--- config.mk ---
export PLATFORM = sky130hd
export DESIGN_NAME = gqv_controller
export DESIGN_NICKNAME = d
export VERILOG_FILES = /design/src/sv/gqv_pkg.sv /design/src/sv/gqv_controller.sv
export SDC_FILE = /design/constraint.sdc
export NUM_CORES = 1
export LEC_CHECK = 0
export BUFFER_PORTS_ARGS = -buffer_cell sky130_fd_sc_hd__buf_2
export CAP_MARGIN = 20
export CORE_MARGIN = 5
export CORE_UTILIZATION = 25
export DETAILED_ROUTE_END_ITERATION = 7
export PLACE_DENSITY = 0.46
export RECOVER_POWER = 100
export SLEW_MARGIN = 5
export SYNTH_ARGS = -nofsm -noshare
export SYNTH_HDL_FRONTEND = slang
export SYNTH_SLANG_ARGS = --single-unit
--- constraint.sdc ---
create_clock -name clk -period 2.7 [get_ports clk]
set_clock_uncertainty 0.15 [all_clocks]
set_input_delay 0.27 -clock clk [delete_from_list [all_inputs] [get_ports clk]]
set_output_delay 0.27 -clock clk [all_outputs]
set_load 0.02 [all_outputs]
--- src/sv/gqv_pkg.sv ---
package gqv_pkg;

  localparam int GLYPH_ENTRIES = 256;
  localparam int CODE_W        = 8;
  localparam int IDX_W         = $clog2(GLYPH_ENTRIES);
  localparam int NUM_W         = 40;
  localparam int DEN_W         = 14;
  localparam int QUO_W         = NUM_W;
  localparam int DIV_CNT_W     = $clog2(NUM_W + 1);

  localparam logic [2:0] REG_WINDOW_WIDTH  = 3'd0;
  localparam logic [2:0] REG_WINDOW_HEIGHT = 3'd1;
  localparam logic [2:0] REG_TEXT_SCALE    = 3'd2;
  localparam logic [2:0] REG_ATLAS_WIDTH   = 3'd3;
  localparam logic [2:0] REG_ATLAS_HEIGHT  = 3'd4;
  localparam logic [2:0] REG_ORIGIN_X      = 3'd5;
  localparam logic [2:0] REG_ORIGIN_Y      = 3'd6;

  // Quantity selected for the shared divider.
  typedef enum logic [2:0] {
    Q_XL = 3'd0, Q_XR = 3'd1, Q_YT = 3'd2, Q_YB = 3'd3,
    Q_UL = 3'd4, Q_UR = 3'd5, Q_VT = 3'd6, Q_VB = 3'd7
  } qsel_t;

  typedef struct packed {
    logic       load;      // write the glyph store from the input item
    logic       lookup;    // read the glyph store and latch its valid bit
    logic       first;     // reload cursor from origin
    logic       mul;       // compute numerator for sel
    logic       div_start; // start division of the numerator
    logic       store;     // saturate and store quotient for sel
    logic       advance;   // advance cursor
    qsel_t      sel;
  } cmd_t;

  typedef struct packed {
    logic valid;           // looked-up glyph is present
    logic div_done;
  } sts_t;

endpackage

--- src/sv/gqv_controller.sv ---
module gqv_controller
  import gqv_pkg::*;
(
  input  logic       clk,
  input  logic       rst_n,
  input  logic       in_fire,
  input  logic       in_mode,
  input  logic       in_first,
  output logic       in_ready,
  input  sts_t       sts,
  output cmd_t       cmd,
  output logic       out_valid,
  input  logic       out_ready,
  output logic       out_unsup,
  output logic       out_last,
  output logic [2:0] out_corner
);

  typedef enum logic [2:0] {
    S_IDLE, S_LOOK, S_CHECK, S_MUL, S_DIV, S_EMIT, S_UNSUP
  } state_t;

  state_t      state_r, state_nxt;
  qsel_t       sel_r, sel_nxt;
  logic [2:0]  vtx_r, vtx_nxt;

  always_comb begin
    state_nxt   = state_r;
    sel_nxt     = sel_r;
    vtx_nxt     = vtx_r;
    cmd         = '0;
    cmd.sel     = sel_r;
    in_ready    = (state_r == S_IDLE);
    out_valid   = 1'b0;
    out_unsup   = 1'b0;
    out_last    = 1'b0;
    out_corner  = vtx_r;
    case (state_r)
      S_IDLE: if (in_fire) begin
        if (!in_mode)
          cmd.load = 1'b1;
        else begin
          cmd.lookup = 1'b1;
          cmd.first  = in_first;
          state_nxt  = S_LOOK;
        end
      end
      S_LOOK: state_nxt = S_CHECK;
      S_CHECK: begin
        sel_nxt   = Q_XL;
        state_nxt = sts.valid ? S_MUL : S_UNSUP;
      end
      S_MUL: begin
        cmd.mul   = 1'b1;
        state_nxt = S_DIV;
      end
      S_DIV: begin
        if (!sts.div_done && vtx_r == 3'd7)
          cmd.div_start = 1'b1;
        if (sts.div_done) begin
          cmd.store = 1'b1;
          if (sel_r == Q_VB) begin
            vtx_nxt   = 3'd0;
            state_nxt = S_EMIT;
          end else begin
            sel_nxt   = qsel_t'(sel_r + 3'd1);
            state_nxt = S_MUL;
          end
        end
      end
      S_EMIT: begin
        out_valid = 1'b1;
        out_last  = (vtx_r == 3'd5);
        if (out_ready) begin
          vtx_nxt = vtx_r + 3'd1;
          if (vtx_r == 3'd5) begin
            cmd.advance = 1'b1;
            state_nxt   = S_IDLE;
          end
        end
      end
      S_UNSUP: begin
        out_valid = 1'b1;
        out_unsup = 1'b1;
        out_last  = 1'b1;
        if (out_ready)
          state_nxt = S_IDLE;
      end
      default: state_nxt = S_IDLE;
    endcase
  end

  // Division is started in the first cycle of S_DIV, from the numerator registered
  // in S_MUL; vtx_r holds 7 in that cycle and 6 for the rest of S_DIV.
  always_ff @(posedge clk) begin
    if (!rst_n) begin
      state_r   <= S_IDLE;
      sel_r     <= Q_XL;
      vtx_r     <= 3'd0;
    end else begin
      state_r   <= state_nxt;
      sel_r     <= sel_nxt;
      if (state_r == S_MUL)
        vtx_r <= 3'd7;
      else if (state_r == S_DIV && vtx_r == 3'd7)
        vtx_r <= 3'd6;
      else
        vtx_r <= vtx_nxt;
    end
  end

endmodule

==> results of run 1 <==
worst paths after layout:
| check | slack [ns] | to | startpoint |
|---|---|---|---|
| worst min register to register | 0.40 | out_corner[0] | out_corner[0] |
| worst max register to register | 0.58 | out_corner[2] | state_r[1] |
| worst min-delay path | 0.19 | out_corner[2] | rst_n |
| worst max-delay path | 0.58 | out_corner[2] | state_r[1] |
power breakdown:
group | switching (mW) | internal (mW)
registers | 0.0855 | 0.161
clock network | 0.0498 | 0.0570
logic | 0.215 | 0.131
total | 0.350 | 0.349
cells by family (layout without fill, tap and decap cells):
family / count (synthesis) / count (layout) / share of synthesized area, %
flip-flops: 9 / 9 / 24.8
XOR/XNOR: 1 / 1 / 1.21
buffers and inverters: 7 / 31 / 4.83
AO/OA/AOI/OAI: 22 / 22 / 24.1
adder cells (fa/ha/maj): 5 / 5 / 8.62
AND/OR/NAND/NOR: 41 / 41 / 32.2
multiplexers: 3 / 3 / 4.14
final cells by class:
class | instances | area share [%]
timing repair buffer | 24 | 11.9
inverter | 3 | 1.35
tap | 31 | 4.65
multi-input combinational | 72 | 57.4
clock buffer | 4 | 3.15
sequential | 9 | 21.6
layer usage:
layer | wire length (um) | part of all wire [%] | vias to the layer above
li1 | - | - | 369
met1 | 892 | 47 | 337
met2 | 817 | 43 | 17
met3 | 152 | 8.1 | 2
met4 | 17 | 0.90 | 0
met5 | 0 | 0 | -
through the flow:
step	setup slack, ns	cell area [um^2]	cells	util [%]	hold slack, ns
after detailed placement	0.829	861	139	31.2	0.377
after global placement	0.870	861	139	31.2	0.401
after CTS	0.580	887	143	32.2	0.188
final	0.577	833	143	30.2	0.189
after global routing	0.396	833	143	30.2	0.185
after floorplan	0.661	726	88	-	0.354
cells in the mapped netlist (all sizes together):
master / n
o21a: 2
buf: 3
o211ai: 1
a31o: 1
nand3: 5
and2b: 2
nand2b: 6
nor4: 1
nor3: 2
a32oi: 1
mux2i: 3
a41oi: 1
clkbuf: 1
o22ai: 1
o2111ai: 1
nand2: 10
and2: 2
nor2: 5
nor2b: 2
o21ai: 5
or3: 1
a221oi: 1
a21oi: 2
o211a: 2
inv: 3
and3: 3
xor2: 1
ha: 5
dfxtp: 9
a211oi: 1
a21boi: 3
nand3b: 2
state kept, by name, indices dropped and copies added (netlist names):
register	cells
state_r	3
sel_r	3
out_corner	3
==> impl.org, run 1 <==
** Flow run
- Max-cap violations in this run came to 0.

** Cells and area
- Commonest non-fill, non-tap cells in the layout :: sky130_fd_sc_hd__clkbuf_1, sky130_fd_sc_hd__nand2_1, sky130_fd_sc_hd__dfxtp_1, sky130_fd_sc_hd__buf_2, sky130_fd_sc_hd__nand2b_1
- Area overhead of the layout relative to synthesis :: 14.8%
- Leaving out fill and tap cells, the most frequent cell in the layout is sky130_fd_sc_hd__clkbuf_1.
- Cells with a size suffix above 1 make up 11.6% of the layout.
- Diode insertion count for antenna repair :: 0
- Footprint of the multi-input gates :: 478 um^2
- Fill cell count :: 313
- FF+latch area :: 180 um^2
- Total number of nets in the final design :: 126

** Floorplanning
- After floorplanning, the core was divided into 19 placement rows.
- In this run the vertical extent of the chip is 63.9 um.
- Area of the die :: 4080 um^2
- Die Width :: 63.9 um
- Effective utilization at floorplan :: 26.3%
- 25 I/O pins were placed.
- Core box area :: 2760 um^2

** Global route
- Wire length of the first global-routing pass :: 3.17 mm
- In this run the most used layer during global routing was met2.
- GRT overflow :: 0
- The initial antenna violation count came to 0.
- Met3 Usage GRT :: 3.68%
- Vias in the first global route :: 674
- Routing usage on met2 :: 13.4%
- Largest net degree at the start of global routing :: 20
- Total routing resource utilization after global routing :: 9.48%
- For this run, global-route usage on met1 was measured as 12.4%.

** Timing
- Setup violations remaining at the end of the flow were counted as 0.
- Final setup TNS :: 0 ns
- Headroom to the max-slew limit came out at 48.9%.
- Actual slew at the worst max-slew pin :: 0.759 ns
- After layout, the worst path uses 78.6% of the clock period.
- Setup repair after global routing left no endpoint under its margin.
- The number of max-slew violations in the final report is 0.
- The hold violation count in the final report came to 0.
- Achievable clock frequency :: 0.471 GHz
- Final critical delay including setup and external delays :: 2.12 ns

** Place
- Summed over all nets, the half-perimeter wirelength after detailed placement is 1.44 mm.
- Routability-driven placement finished with a final weighted congestion of 0.757.
- The count of buffers added on input and output ports is 24.

** Outcome
- Status :: finished clean

** Clock network
- CTS built an H-tree with a depth of 1.
- Count of buffers added by post-CTS timing repair for setup :: 0
- Clock-pin slew was measured on the worst setup and hold paths at 0.07 ns.
- The number of clock buffers added by TritonCTS is 3.
- Clock Root Buffer :: sky130_fd_sc_hd__clkbuf_4
- The clock net in this run drives a total of 9 sinks.
- Clock tree from TritonCTS :: done
- Clock latency at the later pin of the worst-skew pair :: 0.26 ns
- Maximum number of buffers from clock root to sink :: 2
- Cts hold-fix bufs :: 0
- Post-CTS Resized :: 0

** Worst setup path
- Crit path arrival time :: 2.13 ns
- Launching element type of the critical path :: flop
- The critical path runs through a total of 4 cells.
- Endpoint kind of the worst setup timing path :: flop
- Logic depth of the worst register-to-register path :: 4
- Worst Path Class, Setup :: reg -> reg
- Together, buffers and inverters on the worst path number 0.
- WP data required :: 2.71 ns
- Traced cell by cell, the critical path runs through and2b_1, a221oi_1, o2111ai_1, o211a_1.
- Largest stage delay on the critical path :: 0.62 ns
- Delay-heaviest family, CP :: compound AO/OA/AOI/OAI gates
- Along the worst path, the maximum fanout reaches 13.
- Highest-delay cell along the critical path :: sky130_fd_sc_hd__a221oi_1

** Detailed routing
- Initial detailed-routing violation count :: 10
- In the routed design, unresolved DRC markers number 0.
- In the routed layout, each cell is associated on average with a via count of 5.07.
- The count of nets left with antenna violations once routing finished came out at 0.
- Total Wirelength :: 1.88 mm
- Dividing the detail-routed wire length by the instance count gives 13.1 um.
- Via Count :: 725
- Total iterations of the first detailed-routing run :: 4

** Synth
- The synthesized design devotes to its leading area cell type 24.8% of total area.
- Cell area after synthesis :: 726 um^2
- The number of nets handed over by synthesis was 101.
- After synthesis, the netlist uses 38 different library cells.
- sky130_fd_sc_hd__dfxtp_1 takes more of the synthesized area than any other cell.
- Synthesized area per cell :: 8.25 um^2
- In the synthesized netlist, the number of instances is 88.
- Synthesis inferred 9 register bits.
- Synth Warn # :: 0
- Area contributors post-synth :: sky130_fd_sc_hd__dfxtp_1, sky130_fd_sc_hd__ha_1, sky130_fd_sc_hd__nand2_1
- The share of the Yosys chip area taken by registers is 24.8%.

** Pwr
- For this design the static power due to leakage is 0.352 nW.
- Peak supply drop :: 0.000332 V
- Power per cell area :: 840 nW/um^2
- Post-layout total power :: 700 uW

** Worst hold path
- Counting instances, the worst hold path has a depth of 2.
- Hold/Removal Path Class :: in -> reg
(Power assumes the default switching activity.)
==> run 2, diff against run 1 <==
ABC_AREA = 1   (was default)
clock period = 2.2 ns   (was 2.7 ns; I/O delays follow)
==> impl.org, run 2 <==
** Worst hold path
- In this run the most critical hold path is launched from rst_n.
- The tightest min-delay check is of the in -> reg type.

** Clock network
- Clock Sink Count :: 9
- Clock Root Buffer :: sky130_fd_sc_hd__clkbuf_4
- Post-CTS timing repair inserted 0 buffers for setup.
- CTS built an H-tree with a depth of 1.
- Maximum number of buffers from clock root to sink :: 2
- Cts hold-fix bufs :: 0
- Clock tree from TritonCTS :: done
- Clock latency at the later pin of the worst-skew pair :: 0.26 ns
- Post-CTS Resized :: 0
- Cts bufs inserted :: 3
- Clock-pin slew was measured on the worst setup and hold paths at 0.06 ns.

** Synth
- Cell area after synthesis :: 683 um^2
- For this run, the number of Yosys warnings is 0.
- Sequential-to-total area share from yosys stat :: 26.4%
- Async set-or-reset flop fraction in the synthesized netlist :: 0%
- After synthesis, the cell types taking the most area are sky130_fd_sc_hd__dfxtp_1, sky130_fd_sc_hd__nand2_1, sky130_fd_sc_hd__ha_1.
- Synthesis instantiated 20 different standard cells from the library.
- Among all cell types in the netlist, the one instantiated most often is sky130_fd_sc_hd__nand2_1.
- Synthesized area per cell :: 6.33 um^2
- The largest total area in the synthesized netlist belongs to sky130_fd_sc_hd__dfxtp_1.
- The synthesized design devotes to its leading area cell type 26.4% of total area.
- Synth Register Bits :: 9
- Top post-synthesis cells by count :: sky130_fd_sc_hd__nand2_1, sky130_fd_sc_hd__nor2_1, sky130_fd_sc_hd__inv_1
- Instance count of the mapped netlist :: 108
- Post-synthesis net count :: 121
- Number of enable-type register cells in the synthesized netlist :: 0
- Most instantiated flip-flop cell in the synthesis netlist :: sky130_fd_sc_hd__dfxtp_1

** Worst setup path
- The worst setup path is of the reg -> out kind.
- Critical Path Fanout Max :: 13
- Reg-to-Reg Start :: state_r[0]
- STA classifies the critical path startpoint as a flop.
- Data on the critical path is required at its endpoint by 1.83 ns.
- Worst setup slack for register-to-register paths :: 0.55 ns
- In this run the critical register-to-register path is captured at sel_r[0].
- For the worst flop-to-flop path, the logic depth is 6.
- Data arrives at the worst endpoint at 1.59 ns.
- Worst setup path endpoint :: out_last
- Endpoint kind of the worst setup timing path :: output port
- Crit path launch :: state_r[2]

** Detailed routing
- In this run, the number of DRC markers left after iteration 0 of detailed routing was 6.
- Count of unresolved DRC violations after routing :: 0
- In the final routed layout, each cell accounts on average for 10.9 um.
- The final route contains 756 vias.
- The first detailed-routing pass took 4 iterations.
- Antenna-violating nets left :: 0
- Using the TritonRoute via totals, the vias-per-cell ratio works out to 4.55.
- Total Wirelength :: 1.81 mm

** Global route
- The via count of the first global-routing pass is 686.
- The initial antenna violation count came to 0.
- Largest net degree at the start of global routing :: 14
- GRT overflow :: 0
- Total routing resource utilization after global routing :: 9.51%
- In the global route stage, met2 resource usage came out at 15.8%.
- In this run the most used layer during global routing was met2.
- Wire length of the first global-routing pass :: 3.04 mm
- Global routing consumed, on the met3 layer, 1.98% of the routing resources.
- In the global route stage, met1 resource usage came out at 11.5%.

** Pwr
- Power per cell area :: 1040 nW/um^2
- Internal cell power :: 410 uW
- Peak supply drop :: 0.000386 V
- Switching power :: 439 uW
- In this run the static leakage power is 0.385 nW.
- Of the total power, the clock network draws 15.2%.
- Sw Ratio :: 51.7%
- Combinational logic burns 54.1% of the power.
- Of the total power, registers draw 30.8%.

** Timing
- Final critical delay including setup and external delays :: 1.96 ns
- Static timing analysis puts the maximum clock frequency at 0.510 GHz.
- Total count of max-transition violations in the final report :: 0
- Actual slew at the worst max-slew pin :: 0.421 ns
- Share of the cycle needed by the critical path after routing :: 89.1%
- The hold violation count in the final report came to 0.
- In the final timing run, aggregate negative setup slack is 0 ns.
- Total setup violations reported at the end of the flow :: 0
- Relative slew slack :: 71.9%
- Setup repair after global routing missed its margin :: false

** Cells and area
- Area overhead of the layout relative to synthesis :: 20.0%
- Fill cell count :: 320
- At the end of the flow, the number of nets in the layout was 149.
- Leading cell type in the layout, fill and taps excluded :: sky130_fd_sc_hd__nand2_1
- Cells with a size suffix above 1 make up 13.3% of the layout.
- Commonest non-fill, non-tap cells in the layout :: sky130_fd_sc_hd__nand2_1, sky130_fd_sc_hd__nor2_1, sky130_fd_sc_hd__clkbuf_1, sky130_fd_sc_hd__inv_1, sky130_fd_sc_hd__nand3_1
- Diode insertion count for antenna repair :: 0
- With fillers left out, the area of the finished cells amounts to 820 um^2.

** Floorplanning
- The floorplan has 19 rows.
- I/O pin cnt :: 25
- The die covers 3880 um^2.
- From left edge to right edge, the die measures 62.3 um.
- Die H :: 62.3 um
- After floorplanning, the core was sized to cover 2690 um^2.
- Effective utilization at floorplan :: 25.4%

** Outcome
- The run finished with clean final reports.

** Place
- Placed cell areas :: 831 um^2
- Port buffering added 24 buffers.
- Routability-driven placement finished with a final weighted congestion of 0.777.
- Detailed placement HPWL :: 1.53 mm

** Flow run
- The tool flagged a number of max-cap violations equal to 0.
-- run 2: cell type report --
cell class	count	area [um^2]	area share, %
multi-input cells	85	424	51.8
flip-flops and latches	9	180	22.0
repair buffers	24	101	12.4
inverters	13	48.8	5.95
well taps	31	38.8	4.73
clock buffers	4	26.3	3.21
-- run 2: routing by layer --
layer	part of all wire, %	vias up
met3	3.2	2
met2	49	8
met4	0.94	0
li1	-	405
met5	0	-
met1	47	341
-- run 2: worst max-delay path, stage by stage (launching register included) --
cell and delay, ns:
sky130_fd_sc_hd__dfxtp_1 0.58, sky130_fd_sc_hd__inv_1 0.14, sky130_fd_sc_hd__nor3_1 0.22, sky130_fd_sc_hd__o21bai_1 0.15, sky130_fd_sc_hd__clkbuf_1 0.25
-- run 2: worst min-delay path by stage --
stage                     slack, ns  cells past startpoint            end
after floorplan                0.19                      2  out_corner[1]
after CTS                      0.08                      3  out_corner[1]
after detailed placement       0.33                      2       sel_r[1]
after global placement         0.32                      2       sel_r[1]
final                          0.08                      3  out_corner[1]
after global routing           0.09                      3  out_corner[1]
-- run 2: cell families after synthesis --
group | synth area share [%]
compound gates | 11.0
fa+ha+maj | 9.16
buf+inv | 8.79
flops | 26.4
simple gates | 44.7
-- run 2: through the flow --
| stage | std cells | setup slack (ns) | utilization, % | hold slack, ns | total power [mW] |
|---|---|---|---|---|---|
| 6_report | 166 | 0.239 | 30.5 | 0.0815 | 0.849 |
| 5_1_grt | 166 | 0.0941 | 30.5 | 0.0943 | 0.938 |
| 4_1_cts | 166 | 0.303 | 31.9 | 0.0820 | 0.883 |
| 3_5_place_dp | 162 | 0.592 | 30.9 | 0.325 | 0.752 |
| 3_3_place_gp | 162 | 0.616 | 30.9 | 0.320 | 0.751 |
| 2_1_floorplan | 108 | 0.431 | - | 0.190 | 0.635 |
-- run 2: power by group through the flow --
stage / Clock [mW] / Sequential [mW] / Combinational [mW]
3_5_place_dp: 0 / 0.266 / 0.485
2_1_floorplan: 0 / 0.254 / 0.381
3_3_place_gp: 0 / 0.266 / 0.485
6_report: 0.129 / 0.261 / 0.459
5_1_grt: 0.145 / 0.268 / 0.524
4_1_cts: 0.134 / 0.262 / 0.486
==> run 3, diff against run 2 <==
ABC_AREA = default   (was 1)
==> impl.org, run 3 (synthesis gave the netlist of run 1 again) <==
** Cells and area
- Commonest non-fill, non-tap cells in the layout :: sky130_fd_sc_hd__buf_2, sky130_fd_sc_hd__clkbuf_1, sky130_fd_sc_hd__nand2_1, sky130_fd_sc_hd__dfxtp_1, sky130_fd_sc_hd__nand2b_1
- The repair_antennas step left the layout with diodes totalling 0.
- Number of standard cells in the layout, taps in and fillers out :: 145
- Compared with the post-synthesis result, the final layout area differs by 20.0%.
- The library cell used most frequently in the layout, excluding fill and tap cells, is sky130_fd_sc_hd__buf_2.
- The final layout contains 128 nets.
- Cells with a size suffix above 1 make up 19.3% of the layout.
- Fill cell count :: 317

** Pwr
- For this design the static power due to leakage is 0.388 nW.
- Power per cell area :: 1040 nW/um^2
- Peak supply drop :: 0.000546 V

** Place
- Routability-driven placement finished with a final weighted congestion of 0.763.
- Detailed placement HPWL :: 1.50 mm
- Input and output buffers added on the ports amount to 24.
- Number of placed instances, taps included :: 141

** Global route
- Total routing resource utilization after global routing :: 10.0%
- The via count of the first global-routing pass was 689.
- GRT overflow :: 0
- Largest net degree at the start of global routing :: 15
- Number of antenna violations at the first check in global routing :: 0
- Wire length of the first global-routing pass :: 3.28 mm

** Outcome
- The flow ran to the end, and the final reports show no timing, DRC or antenna violations.

** Timing
- Setup violations remaining at the end of the flow were counted as 0.
- Final setup TNS :: 0 ns
- Of the available clock period, the critical path in the final layout requires 91.2%.
- Actual slew at the worst max-slew pin :: 0.718 ns
- The hold violation count in the final report came to 0.
- Setup repair after global routing missed its margin :: false
- The smallest clock period supported by the final layout is computed as 2.01 ns.
- Total count of max-transition violations in the final report :: 0
- In this run the tightest slew margin relative to its limit is 51.7%.
- Achievable clock frequency :: 0.498 GHz

** Clock network
- Clock Sink Count :: 9
- Number of levels in the clock H-tree :: 1
- The cell sitting at the root of the clock tree is a sky130_fd_sc_hd__clkbuf_4.
- In this run the deepest clock path goes through 2 buffers.
- Clock-pin slew on the worst setup and hold paths :: 0.06 ns
- TritonCTS created 3 clock buffers.
- Clock latency at the later pin of the worst-skew pair :: 0.26 ns
- TritonCTS built the clock tree.

** Worst setup path
- By startpoint and endpoint, the worst setup path is classified as reg -> out.
- For the worst setup path, the data arrival time is 1.64 ns.
- Launching element type of the critical path :: flop
- At the worst endpoint, the required time is 1.83 ns.
- The worst setup path is captured at an output port.
- Critical Path Fanout Max :: 14

** Floorplanning
- Std-Cell Rows :: 19
- Die Width :: 63.9 um
- Area of the die :: 4080 um^2
- Effective utilization at floorplan :: 26.3%
- Core box area :: 2760 um^2
- I/O pin cnt :: 25
- In this run the vertical extent of the chip is 63.9 um.

** Detailed routing
- Post-detailed-route wirelength per cell :: 13.6 um
- For this block, the initial DRC count from the detailed router was 38.
- Total Wirelength :: 1.97 mm
- Total iterations of the first detailed-routing run :: 4
- In this run the remaining antenna-violating nets after routing total 0.
- Count of unresolved DRC violations after routing :: 0
- Via Count :: 718
- Vias/cell :: 4.95

** Worst hold path
- Hold/Removal Path Class :: in -> reg

** Flow run
- Across the run, the number of max-cap violations was 0.
[run 3: changes by cell type in the layout (fill, tap and decap cells not counted), sizes merged, moves of 6 or more]
| cell | before | now |
|---|---|---|
| nand2b | 0 | 6 |
| inv | 13 | 3 |
| nand3 | 11 | 5 |
| nor2 | 18 | 5 |
| a21oi | 9 | 2 |
| nand2 | 29 | 10 |
[run 3: through the flow]
step / area (um^2) / power [mW] / worst slack [ns] / utilization (%) / hold slack (ns)
finish: 871 / 0.903 / 0.193 / 31.6 / 0.135
CTS: 902 / 0.946 / 0.120 / 32.7 / 0.130
global route: 871 / 0.991 / 0.0170 / 31.6 / 0.136
detailed placement: 876 / 0.810 / 0.390 / 31.8 / 0.382
floorplan: 726 / 0.666 / 0.211 / - / 0.304
global placement: 876 / 0.811 / 0.408 / 31.8 / 0.389
[run 3: per-layer routing]
layer / track usage (%) / wire (um)
met1: 13.5 / 950
met2: 14.7 / 897
met3: 2.28 / 105
met4: 5.45 / 19
met5: 0 / 0
[run 3: timing repair]
action / CTS / global route
buffers inserted: 0 / 0
gates resized for setup: 0 / 1
hold buffers: 0 / 0
endpoints found under the setup margin: 0 / 1
[run 3: power by group]
group          switching [mW]  internal (mW)
sequential             0.0784          0.198
clock                  0.0577         0.0699
combinational           0.312          0.187
[run 3: final timing paths]
kind / startpoint / to / slack, ns / depth (start not counted)
max: state_r[2] / cmd[7] / 0.19 / 5
min: rst_n / out_corner[2] / 0.13 / 2
max reg2reg: sel_r[0] / sel_r[0] / 0.24 / 5
min reg2reg: out_corner[0] / out_corner[0] / 0.41 / 2
[run 3: critical path: stages (launching register included)]
cell	delay, ns
sky130_fd_sc_hd__dfxtp_1	0.44
sky130_fd_sc_hd__buf_4	0.22
sky130_fd_sc_hd__nor3_1	0.31
sky130_fd_sc_hd__nand2_1	0.12
sky130_fd_sc_hd__nor2_1	0.11
sky130_fd_sc_hd__buf_2	0.17
[run 3: cell type report]
type / count / area [um^2] / share of cell area, %
Tap cell: 31 / 38.8 / 4.45
Timing Repair Buffer: 26 / 123 / 14.1
Inverter: 3 / 11.3 / 1.29
Multi-Input combinational cell: 72 / 492 / 56.5
Clock buffer: 4 / 26.3 / 3.02
Sequential cell: 9 / 180 / 20.7
